==> config.mk <==
export PLATFORM = sky130hd
export DESIGN_NAME = tensor_axis_permute_address
export DESIGN_NICKNAME = d
export VERILOG_FILES = /design/src/rtl/core/tapa_pkg.sv /design/src/rtl/core/tapa_cfg.sv /design/src/rtl/core/tapa_front.sv /design/src/rtl/core/tapa_back.sv /design/src/rtl/core/tensor_axis_permute_address.sv
export VERILOG_INCLUDE_DIRS = /design/src /design/src/rtl/core
export SDC_FILE = /design/constraint.sdc
export NUM_CORES = 2
export LEC_CHECK = 0
export BUFFER_PORTS_ARGS = -buffer_cell sky130_fd_sc_hd__buf_2
export CELL_PAD_IN_SITES_DETAIL_PLACEMENT = 1
export CELL_PAD_IN_SITES_GLOBAL_PLACEMENT = 1
export CORE_ASPECT_RATIO = 1.1
export CORE_MARGIN = 3
export CORE_UTILIZATION = 53
export DETAILED_ROUTE_END_ITERATION = 6
export PLACE_DENSITY_LB_ADDON = 0.1
export REMOVE_ABC_BUFFERS = 1
export SKIP_LAST_GASP = 1
export SYNTH_ARGS = -nofsm -noshare
export SYNTH_HDL_FRONTEND = slang
export SYNTH_SLANG_ARGS = --single-unit
export TNS_END_PERCENT = 5
==> constraint.sdc <==
create_clock -name clk -period 9.1 [get_ports clk]
set_clock_uncertainty 0.15 [all_clocks]
set_input_delay 1.82 -clock clk [delete_from_list [all_inputs] [get_ports clk]]
set_output_delay 1.82 -clock clk [all_outputs]
set_load 0.01 [all_outputs]
==> src/rtl/core/assert_macros.svh <==
// Assertion macros shared by the permute address generator modules.
`ifndef ASSERT_MACROS_SVH
`define ASSERT_MACROS_SVH

// Property that must hold at every clock edge out of reset.
`define CHECK_ALWAYS(lbl, cond, msg) \
	lbl: assert property (@(posedge clk) disable iff (!arst_n) (cond)) else $error(msg);

// Same-cycle implication.
`define CHECK_IMPLIES(lbl, ante, cons, msg) \
	lbl: assert property (@(posedge clk) disable iff (!arst_n) (ante) |-> (cons)) \
		else $error(msg);

// Next-cycle implication.
`define CHECK_NEXT(lbl, ante, cons, msg) \
	lbl: assert property (@(posedge clk) disable iff (!arst_n) (ante) |=> (cons)) \
		else $error(msg);

`endif

==> src/rtl/core/tapa_pkg.sv <==
// Types and constants of the tensor axis permute address generator.
package tapa_pkg;

	localparam int MAX_RANK     = 6;
	localparam int MAX_EXTENT   = 1024;
	localparam int INDEX_BITS   = 20;

	localparam int NUM_EXT_REGS = 6;
	localparam int AXIS_W       = 3;
	localparam int RANK_REG_W   = 3;
	localparam int EXT_REG_W    = 11;
	localparam int ORDER_REG_W  = 18;
	localparam int VALUE_W      = 64;
	localparam int CFG_IDX_W    = 3;
	localparam int CFG_DATA_W   = 18;

	localparam int DIGIT_W  = $clog2(MAX_EXTENT);
	localparam int EXTU_W   = DIGIT_W + 1;
	localparam int RANK_W   = $clog2(MAX_RANK + 1);
	localparam int STEP_W   = (MAX_RANK > 1) ? $clog2(MAX_RANK) : 1;
	localparam int COUNT_W  = INDEX_BITS + EXTU_W;

	localparam int QDEPTH   = 4;
	localparam int QPTR_W   = $clog2(QDEPTH);
	localparam int QCNT_W   = $clog2(QDEPTH + 1);

	// register indexes
	localparam logic [CFG_IDX_W-1:0] REG_RANK     = 3'd0;
	localparam logic [CFG_IDX_W-1:0] REG_EXT0     = 3'd1;
	localparam logic [CFG_IDX_W-1:0] REG_EXT_LAST = 3'd6;
	localparam logic [CFG_IDX_W-1:0] REG_ORDER    = 3'd7;

	typedef struct packed {
		logic                                busy;
		logic                                restart;
		logic                                bad;
		logic [MAX_RANK-1:0][EXTU_W-1:0]     used_ext;
		logic [MAX_RANK-1:0][INDEX_BITS-1:0] stride;
	} cfg_t;

	typedef struct packed {
		logic [VALUE_W-1:0]               value;
		logic [MAX_RANK-1:0][DIGIT_W-1:0] digits;
		logic                             last;
	} item_t;

	typedef struct packed {
		logic [INDEX_BITS-1:0] dest;
		logic [VALUE_W-1:0]    value;
		logic                  last;
		logic                  err;
	} res_t;

endpackage

==> src/rtl/core/tapa_cfg.sv <==
// Configuration registers and the per-axis stride and error sequencer.
`include "assert_macros.svh"

module tapa_cfg import tapa_pkg::*; (
	input  logic                  clk,
	input  logic                  arst_n,
	input  logic                  cfg_write,
	input  logic [CFG_IDX_W-1:0]  cfg_index,
	input  logic [CFG_DATA_W-1:0] cfg_data,
	output cfg_t                  cfg
);

	localparam logic [COUNT_W-1:0] LIMIT = COUNT_W'(1) << INDEX_BITS;

	logic [RANK_REG_W-1:0]                   rank_q;
	logic [NUM_EXT_REGS-1:0][EXT_REG_W-1:0]  ext_q;
	logic [ORDER_REG_W-1:0]                  order_q;

	logic                                busy_q;
	logic [STEP_W-1:0]                   step_q;
	logic [COUNT_W-1:0]                  count_q;
	logic [COUNT_W-1:0]                  span_q;
	logic [MAX_RANK-1:0]                 seen_q;
	logic                                bad_q;
	logic [MAX_RANK-1:0][INDEX_BITS-1:0] stride_q;

	logic [RANK_W-1:0]               used_rank;
	logic [MAX_RANK-1:0][EXTU_W-1:0] used_ext;
	logic [MAX_RANK-1:0][AXIS_W-1:0] order_f;

	always_comb begin
		if (rank_q == '0) begin
			used_rank = RANK_W'(1);
		end else if (32'(rank_q) > MAX_RANK) begin
			used_rank = RANK_W'(MAX_RANK);
		end else begin
			used_rank = RANK_W'(rank_q);
		end
	end

	for (genvar j = 0; j < MAX_RANK; j++) begin : g_axis
		logic [EXT_REG_W-1:0] raw;
		logic [EXTU_W-1:0]    clamped;
		if (j < NUM_EXT_REGS) begin : g_reg
			assign raw = ext_q[j];
			assign order_f[j] = order_q[AXIS_W*j +: AXIS_W];
		end else begin : g_none
			assign raw = EXT_REG_W'(1);
			assign order_f[j] = '0;
		end
		always_comb begin
			if (raw == '0) begin
				clamped = EXTU_W'(1);
			end else if (32'(raw) > MAX_EXTENT) begin
				clamped = EXTU_W'(MAX_EXTENT);
			end else begin
				clamped = EXTU_W'(raw);
			end
		end
		assign used_ext[j] = (j < 32'(used_rank)) ? clamped : EXTU_W'(1);
	end

	// one output position per cycle: permutation check, element count, stride
	logic                in_use;
	logic [AXIS_W-1:0]   axis_sel;
	logic [STEP_W-1:0]   axis_idx;
	logic                axis_ok;
	logic [COUNT_W-1:0]  count_n;
	logic [COUNT_W-1:0]  span_n;
	logic                last_step;

	always_comb begin
		in_use    = 32'(step_q) < 32'(used_rank);
		axis_sel  = order_f[step_q];
		axis_idx  = STEP_W'(axis_sel);
		axis_ok   = (32'(axis_sel) < 32'(used_rank)) && !seen_q[axis_idx];
		count_n   = (count_q <= LIMIT) ? COUNT_W'(count_q * used_ext[step_q]) : count_q;
		span_n    = (span_q <= LIMIT) ? COUNT_W'(span_q * used_ext[axis_idx]) : span_q;
		last_step = step_q == STEP_W'(MAX_RANK - 1);
	end

	always_ff @(posedge clk or negedge arst_n) begin
		if (!arst_n) begin
			rank_q   <= RANK_REG_W'(1);
			for (int i = 0; i < NUM_EXT_REGS; i++) begin
				ext_q[i] <= EXT_REG_W'(1);
			end
			for (int i = 0; i < NUM_EXT_REGS; i++) begin
				order_q[AXIS_W*i +: AXIS_W] <= AXIS_W'(i);
			end
			busy_q   <= 1'b0;
			step_q   <= '0;
			count_q  <= COUNT_W'(1);
			span_q   <= COUNT_W'(1);
			seen_q   <= '0;
			bad_q    <= 1'b0;
			// identity layout of rank one: only position zero has a stride
			stride_q <= {{(MAX_RANK-1){INDEX_BITS'(0)}}, INDEX_BITS'(1)};
		end else if (cfg_write) begin
			unique case (cfg_index) inside
				REG_RANK:                 rank_q  <= cfg_data[RANK_REG_W-1:0];
				[REG_EXT0:REG_EXT_LAST]:  ext_q[cfg_index - REG_EXT0] <= cfg_data[EXT_REG_W-1:0];
				REG_ORDER:                order_q <= cfg_data[ORDER_REG_W-1:0];
				default: ;
			endcase
			busy_q   <= 1'b1;
			step_q   <= '0;
			count_q  <= COUNT_W'(1);
			span_q   <= COUNT_W'(1);
			seen_q   <= '0;
			bad_q    <= 1'b0;
			stride_q <= '0;
		end else if (busy_q) begin
			if (in_use) begin
				count_q <= count_n;
				if (axis_ok) begin
					seen_q[axis_idx]   <= 1'b1;
					stride_q[axis_idx] <= span_q[INDEX_BITS-1:0];
					span_q             <= span_n;
				end
			end
			if ((in_use && !axis_ok) ||
					(last_step && ((in_use ? count_n : count_q) > LIMIT))) begin
				bad_q <= 1'b1;
			end
			if (last_step) begin
				busy_q <= 1'b0;
				step_q <= '0;
			end else begin
				step_q <= step_q + STEP_W'(1);
			end
		end
	end

	assign cfg.busy     = busy_q;
	assign cfg.restart  = cfg_write;
	assign cfg.bad      = bad_q;
	assign cfg.used_ext = used_ext;
	assign cfg.stride   = stride_q;

	`CHECK_IMPLIES(a_busy_ends_on_last, $fell(busy_q), $past(last_step), "sequencer left busy early")
	`CHECK_IMPLIES(a_idle_step_zero, !busy_q, step_q == '0, "step counter moved while idle")
	`CHECK_NEXT(a_write_starts, cfg_write, busy_q, "register write did not start sequencer")

endmodule

==> src/rtl/core/tapa_front.sv <==
// Front end: accepts elements, runs the source digit counter, queues work items.
module tapa_front import tapa_pkg::*; (
	input  logic               clk,
	input  logic               arst_n,
	input  cfg_t               cfg,
	input  logic               push,
	input  logic [VALUE_W-1:0] element_bits,
	input  logic               first_element,
	output logic               full,
	input  logic               mid_pop,
	output logic               mid_valid,
	output item_t              mid_item
);

	logic [MAX_RANK-1:0][DIGIT_W-1:0] digits_q;
	logic [MAX_RANK-1:0][DIGIT_W-1:0] cur;
	logic [MAX_RANK-1:0][DIGIT_W-1:0] nxt;
	logic                             last;
	logic                             carry;
	logic                             hit;
	logic                             accept;

	item_t             mem_q [QDEPTH];
	logic [QPTR_W-1:0] wr_ptr_q;
	logic [QPTR_W-1:0] rd_ptr_q;
	logic [QCNT_W-1:0] cnt_q;

	always_comb begin
		cur   = first_element ? '0 : digits_q;
		last  = 1'b1;
		carry = 1'b1;
		nxt   = cur;
		hit   = 1'b0;
		// ripple increment; axes past the rank have extent one and stay zero
		for (int j = 0; j < MAX_RANK; j++) begin
			hit = (EXTU_W'(cur[j]) + EXTU_W'(1)) < cfg.used_ext[j];
			if (hit) begin
				last = 1'b0;
			end
			if (carry) begin
				if (hit) begin
					nxt[j] = cur[j] + DIGIT_W'(1);
					carry  = 1'b0;
				end else begin
					nxt[j] = '0;
				end
			end
		end
	end

	assign full      = cfg.busy || (cnt_q == QCNT_W'(QDEPTH));
	assign accept    = push && !full;
	assign mid_valid = cnt_q != '0;
	assign mid_item  = mem_q[rd_ptr_q];

	always_ff @(posedge clk or negedge arst_n) begin
		if (!arst_n) begin
			digits_q <= '0;
			wr_ptr_q <= '0;
			rd_ptr_q <= '0;
			cnt_q    <= '0;
		end else begin
			if (cfg.restart) begin
				digits_q <= '0;
			end else if (accept) begin
				digits_q <= nxt;
			end
			if (accept) begin
				wr_ptr_q <= wr_ptr_q + QPTR_W'(1);
			end
			if (mid_pop) begin
				rd_ptr_q <= rd_ptr_q + QPTR_W'(1);
			end
			cnt_q <= cnt_q + QCNT_W'(accept) - QCNT_W'(mid_pop);
		end
	end

	always_ff @(posedge clk) begin
		if (accept) begin
			mem_q[wr_ptr_q] <= '{value: element_bits, digits: cur, last: last};
		end
	end

endmodule

==> src/rtl/core/tapa_back.sv <==
// Back end: digit times stride products, index sum and the result queue.
`include "assert_macros.svh"

module tapa_back import tapa_pkg::*; (
	input  logic                  clk,
	input  logic                  arst_n,
	input  cfg_t                  cfg,
	input  logic                  mid_valid,
	input  item_t                 mid_item,
	output logic                  mid_pop,
	input  logic                  pop,
	output logic                  empty,
	output logic [INDEX_BITS-1:0] dest_index,
	output logic [VALUE_W-1:0]    value_out,
	output logic                  last_element,
	output logic                  config_error
);

	localparam int OCC_W = QCNT_W + 1;

	logic                                v_s1;
	logic [MAX_RANK-1:0][INDEX_BITS-1:0] prod_s1;
	logic [VALUE_W-1:0]                  value_s1;
	logic                                last_s1;
	logic                                err_s1;

	logic                  v_s2;
	res_t                  res_s2;

	logic [INDEX_BITS-1:0] sum;
	logic [OCC_W-1:0]      occupancy;
	logic                  pop_ok;

	res_t              mem_q [QDEPTH];
	logic [QPTR_W-1:0] wr_ptr_q;
	logic [QPTR_W-1:0] rd_ptr_q;
	logic [QCNT_W-1:0] out_cnt_q;

	// issue only with room reserved for everything in flight
	assign occupancy = OCC_W'(out_cnt_q) + OCC_W'(v_s1) + OCC_W'(v_s2);
	assign mid_pop   = mid_valid && (occupancy < OCC_W'(QDEPTH));
	assign empty     = out_cnt_q == '0;
	assign pop_ok    = pop && !empty;

	always_comb begin
		sum = '0;
		for (int i = 0; i < MAX_RANK; i++) begin
			sum = sum + prod_s1[i];
		end
	end

	always_ff @(posedge clk or negedge arst_n) begin
		if (!arst_n) begin
			v_s1      <= 1'b0;
			v_s2      <= 1'b0;
			wr_ptr_q  <= '0;
			rd_ptr_q  <= '0;
			out_cnt_q <= '0;
		end else begin
			v_s1 <= mid_pop;
			v_s2 <= v_s1;
			if (v_s2) begin
				wr_ptr_q <= wr_ptr_q + QPTR_W'(1);
			end
			if (pop_ok) begin
				rd_ptr_q <= rd_ptr_q + QPTR_W'(1);
			end
			out_cnt_q <= out_cnt_q + QCNT_W'(v_s2) - QCNT_W'(pop_ok);
		end
	end

	always_ff @(posedge clk) begin
		for (int i = 0; i < MAX_RANK; i++) begin
			prod_s1[i] <= INDEX_BITS'(INDEX_BITS'(mid_item.digits[i]) * cfg.stride[i]);
		end
		value_s1 <= mid_item.value;
		last_s1  <= mid_item.last;
		err_s1   <= cfg.bad;

		res_s2.dest  <= err_s1 ? '0 : sum;
		res_s2.value <= value_s1;
		res_s2.last  <= last_s1;
		res_s2.err   <= err_s1;

		if (v_s2) begin
			mem_q[wr_ptr_q] <= res_s2;
		end
	end

	assign dest_index   = mem_q[rd_ptr_q].dest;
	assign value_out    = mem_q[rd_ptr_q].value;
	assign last_element = mem_q[rd_ptr_q].last;
	assign config_error = mem_q[rd_ptr_q].err;

	`CHECK_ALWAYS(a_credit, occupancy <= OCC_W'(QDEPTH), "result queue over-committed")
	`CHECK_IMPLIES(a_no_overflow, v_s2, out_cnt_q < QCNT_W'(QDEPTH), "write into full result queue")
	`CHECK_NEXT(a_pop_drains, pop_ok && !v_s2, out_cnt_q == $past(out_cnt_q) - QCNT_W'(1), "pop did not drain")

endmodule

==> src/rtl/core/tensor_axis_permute_address.sv <==
// Top level of the tensor axis permute address generator.
// An element passes the work queue, the product and sum registers and the result queue.
// Throughput: one element per clock unless full; result and work queues decouple ends.
// A register write clears the source counter and holds full high while the sequencer
// derives strides and the error flag, one output axis per cycle.
// Reset is asynchronous, active low: rank 1, extents 1, identity order, queues empty.
module tensor_axis_permute_address import tapa_pkg::*; (
	input  logic                  clk,
	input  logic                  arst_n,
	input  logic                  cfg_write,
	input  logic [CFG_IDX_W-1:0]  cfg_index,
	input  logic [CFG_DATA_W-1:0] cfg_data,
	input  logic                  push,
	output logic                  full,
	input  logic [VALUE_W-1:0]    element_bits,
	input  logic                  first_element,
	output logic                  empty,
	input  logic                  pop,
	output logic [INDEX_BITS-1:0] dest_index,
	output logic [VALUE_W-1:0]    value_out,
	output logic                  last_element,
	output logic                  config_error
);

	cfg_t  cfg;
	logic  mid_pop;
	logic  mid_valid;
	item_t mid_item;

	tapa_cfg u_cfg (
		.clk       (clk),
		.arst_n    (arst_n),
		.cfg_write (cfg_write),
		.cfg_index (cfg_index),
		.cfg_data  (cfg_data),
		.cfg       (cfg)
	);

	tapa_front u_front (
		.clk           (clk),
		.arst_n        (arst_n),
		.cfg           (cfg),
		.push          (push),
		.element_bits  (element_bits),
		.first_element (first_element),
		.full          (full),
		.mid_pop       (mid_pop),
		.mid_valid     (mid_valid),
		.mid_item      (mid_item)
	);

	tapa_back u_back (
		.clk          (clk),
		.arst_n       (arst_n),
		.cfg          (cfg),
		.mid_valid    (mid_valid),
		.mid_item     (mid_item),
		.mid_pop      (mid_pop),
		.pop          (pop),
		.empty        (empty),
		.dest_index   (dest_index),
		.value_out    (value_out),
		.last_element (last_element),
		.config_error (config_error)
	);

endmodule
==> results by group <==
Outcome
  • Outcome: complete, no violations

Routing
  • DRC violations left: 0
  • Routed vias: 63,730
  • Total iterations of the first detailed-routing run: 5
  • DR iter-0 viols: 3,824
  • Routed WL per cell: 25.43 um
  • DRT Wirelength: 281,100 um
  • Routed Antenna Nets: 0
  • Drt via density: 5.765

Placed design
  • Pre-CTS WS: 0.2542 ns
  • Post-DP HPWL: 205,800 um
  • GPL Wtd Cong: 0.9025
  • I/O Buffers: 178

Setup path
  • Worst R2R End: u_cfg.bad_q
  • Top cell by count, worst path: fa_1
  • R2R depth: 30
  • Top delay family on crit path: compound AO/OA/AOI/OAI gates
  • Max stage delay on crit path: 0.76 ns
  • FF-to-FF Start: u_cfg.g_axis[3].raw[5]
  • Req. time, crit path: 9.66 ns
  • Crit Path Class: flip-flop to flip-flop
  • Flop2flop setup slack: 0.38 ns
  • Worst Path Buf+Inv: 6
  • Arrival time worst endpoint: 9.28 ns
  • Max FO, Critical Path: 24
  • CP max-delay cell: o211ai_1
  • Crit. End Element: flip-flop
  • Worst Setup Start Kind: flip-flop

Die
  • Initial Util: 53.64%
  • Row count: 165
  • Die height: 459.8 um
  • I/O pin count: 179
  • Core Region: 185,000 um^2
  • Die Width: 418.6 um
  • Die Area: 192,500 um^2

Yosys
  • Gate Count Post-Synth: 8,484
  • Mean post-synth cell area: 11.70 um^2
  • EDFF count, synth: 844
  • Main synth FF type: edfxtp_1
  • Register area share after synthesis: 40.03%
  • Synth Register Bits: 1,472
  • Synth Warn #: 0
  • Mapped Area: 99,230 um^2
  • Synth async-reset ratio: 24.18%
  • Yosys cell types: 95

CTS
  • CTS max path bufs: 3
  • # resized after CTS: 0
  • # hold bufs at CTS: 0
  • CTS tree: yes
  • # Post-CTS Setup Buffers: 0
  • Clock tree sinks: 1,472
  • Num CTS Buffers: 155
  • Clock transition at path regs: 0.07 ns
  • Root Driver: clkbuf_16
  • H-tree depth: 4
  • Clock Latency Late Sink: 0.83 ns

Finish
  • Area grow syn2layout: 8.737%
  • Most frequent cells in the layout: nand2_1 (1,245), fa_1 (1,109), inv_1 (1,060)
  • Final-stage net count: 10,110
  • Share of post-route cells with drive strength above 1: 10.72%
  • Layout fillers: 18,800
  • Seq. cell area: 39,740 um^2
  • Area of the multi-input gates: 53,930 um^2
  • Most common cell after layout, fill and taps aside: nand2_1

Min path
  • Class of the worst hold path: flip-flop to flip-flop
  • Worst Min Path Start: u_back.value_s1[14]
  • Hold Path Depth: 0
  • Min-Delay Endpoint: u_back.res_s2[16]

Timing
  • Final setup viols: 0
  • Final worst path period share: 95.83%
  • Final Hold Viols: 0
  • Pins Over Slew Limit: 0
  • Slew @ Worst Pin: 1.290 ns
  • Final min period: 8.721 ns
  • Setup WS post-layout: 0.3794 ns
  • Slew headroom: 13.69%
  • Max Freq: 114.7 MHz
  • RSZ-0062 raised after global routing: true
  • Hold_ws: 0.1694 ns

Run
  • Total of max-cap violations: 0

GRT
  • Initial antenna violation count: 12
  • Total congestion overflow: 0
  • Global Route Usage Sum: 30.20%
  • Pin count of the biggest net entering global routing: 155
  • Vias in the first global route: 72,670
  • First-pass GRT wire length: 439,700 um

Power
  • Seq pwr share: 36.2%
  • Clk pwr share: 23.9%
  • Net Sw Frac: 40.48%
  • Peak supply drop: 281.6 uV
  • Combinational cell fraction of total power: 39.9%
  • Leak pwr: 44.12 nW
  • Total power: 27.34 mW
  • Pwr Density: 253.4 nW/um^2
  • Net switching power: 11.07 mW
  • Internal power: 16.27 mW
## final cells by class
type                    count  area share (%)
diodes                      2        0.004638
clock buffers             216           4.032
clock inverters            73          0.8627
inverters                1063           3.698
multi-input cells        5514           49.99
flip-flops and latches   1472           36.83
well taps                2421           2.807
repair buffers            292           1.776
## power groups by stage
stage          Combinational (mW)  Sequential [mW]  Clock, mW
2_1_floorplan                6.91             9.61          0
3_3_place_gp                 10.6             9.86          0
3_5_place_dp                 10.9             10.0          0
4_1_cts                      11.0             9.90       6.66
5_1_grt                      12.1             10.0       6.95
6_report                     10.9             9.89       6.53
## flip-flops by register name (all words and copies together) (netlist names), 60 cells and up
signal / count
u_back.value_s1: 64
u_cfg.g_axis.raw: 66
u_back.mem_q: 344
u_cfg.cfg: 120
u_front.digits_q: 60
u_back.res_s2: 86
u_back.prod_s1: 120
u_front.mem_q: 500
## worst max-delay path by stage
stage	slack (ns)	to	start	depth (start not counted)
finish	0.38	u_cfg.bad_q	u_cfg.g_axis[3].raw[5]	30
global route	-0.09	u_cfg.span_q[29]	u_cfg.step_q[0]	29
CTS	0.23	u_cfg.span_q[30]	u_cfg.step_q[0]	28
detailed placement	0.25	u_cfg.span_q[30]	u_cfg.step_q[0]	28
global placement	0.49	u_cfg.bad_q	u_cfg.g_axis[3].raw[5]	29
floorplan	-3.03	u_cfg.span_q[30]	u_cfg.step_q[0]	28
## cells in the mapped netlist (41+ instances only)
library cell / number / area [um^2]
a21o_1: 68 / 510.5
a21oi_1: 291 / 1456
a22o_1: 42 / 367.9
and2_1: 537 / 3359
clkbuf_1: 363 / 1363
dfrtp_1: 339 / 8483
dfxtp_1: 272 / 5445
edfxtp_1: 844 / 25340
fa_1: 1109 / 22200
ha_1: 407 / 5092
inv_1: 1060 / 3979
mux2_2: 97 / 1092
mux4_2: 218 / 4910
nand2_1: 1246 / 4677
nand3_1: 81 / 405.4
nor2_1: 244 / 915.9
nor2b_1: 176 / 1101
nor3_1: 44 / 220.2
o21ai_0: 118 / 590.6
o21bai_1: 41 / 307.8
xnor2_1: 265 / 2321
xor2_1: 85 / 744.5
## through the flow
| stage | instance area, um^2 | util [%] | setup TNS, ns | instances |
|---|---|---|---|---|
| finish | 107900 | 58.33 | 0 | 11050 |
| global placement | 102600 | 55.47 | 0 | 10760 |
| global route | 107900 | 58.33 | -0.1450 | 11050 |
| floorplan | 97510 | - | -107.54 | 8049 |
| CTS | 107900 | 58.32 | 0 | 11050 |
| detailed placement | 102600 | 55.47 | 0 | 10760 |
## routing by layer
metal	track usage [%]	vias to the layer above	routed length, um
met3	3.590	443	11400
met1	38.98	34070	115400
met5	0	-	41
met4	10.44	6	10170
li1	-	27710	-
met2	52.90	1494	144000
## logic make-up (layout without fill, tap and decap cells)
family	count (synthesis)	after routing	synth area share, %
DFF	1472	1472	40.03
xor gates and xnor gates	355	355	3.203
buffers and inverters	1498	1644	5.759
and+or+nand+nor	2513	2513	12.03
other	0	2	0
adders and majority gates	1516	1516	27.51
AOI/OAI and AO/OA	777	777	5.040
muxes	353	353	6.441
No activity file was read; power rests on OpenSTA's default activity.
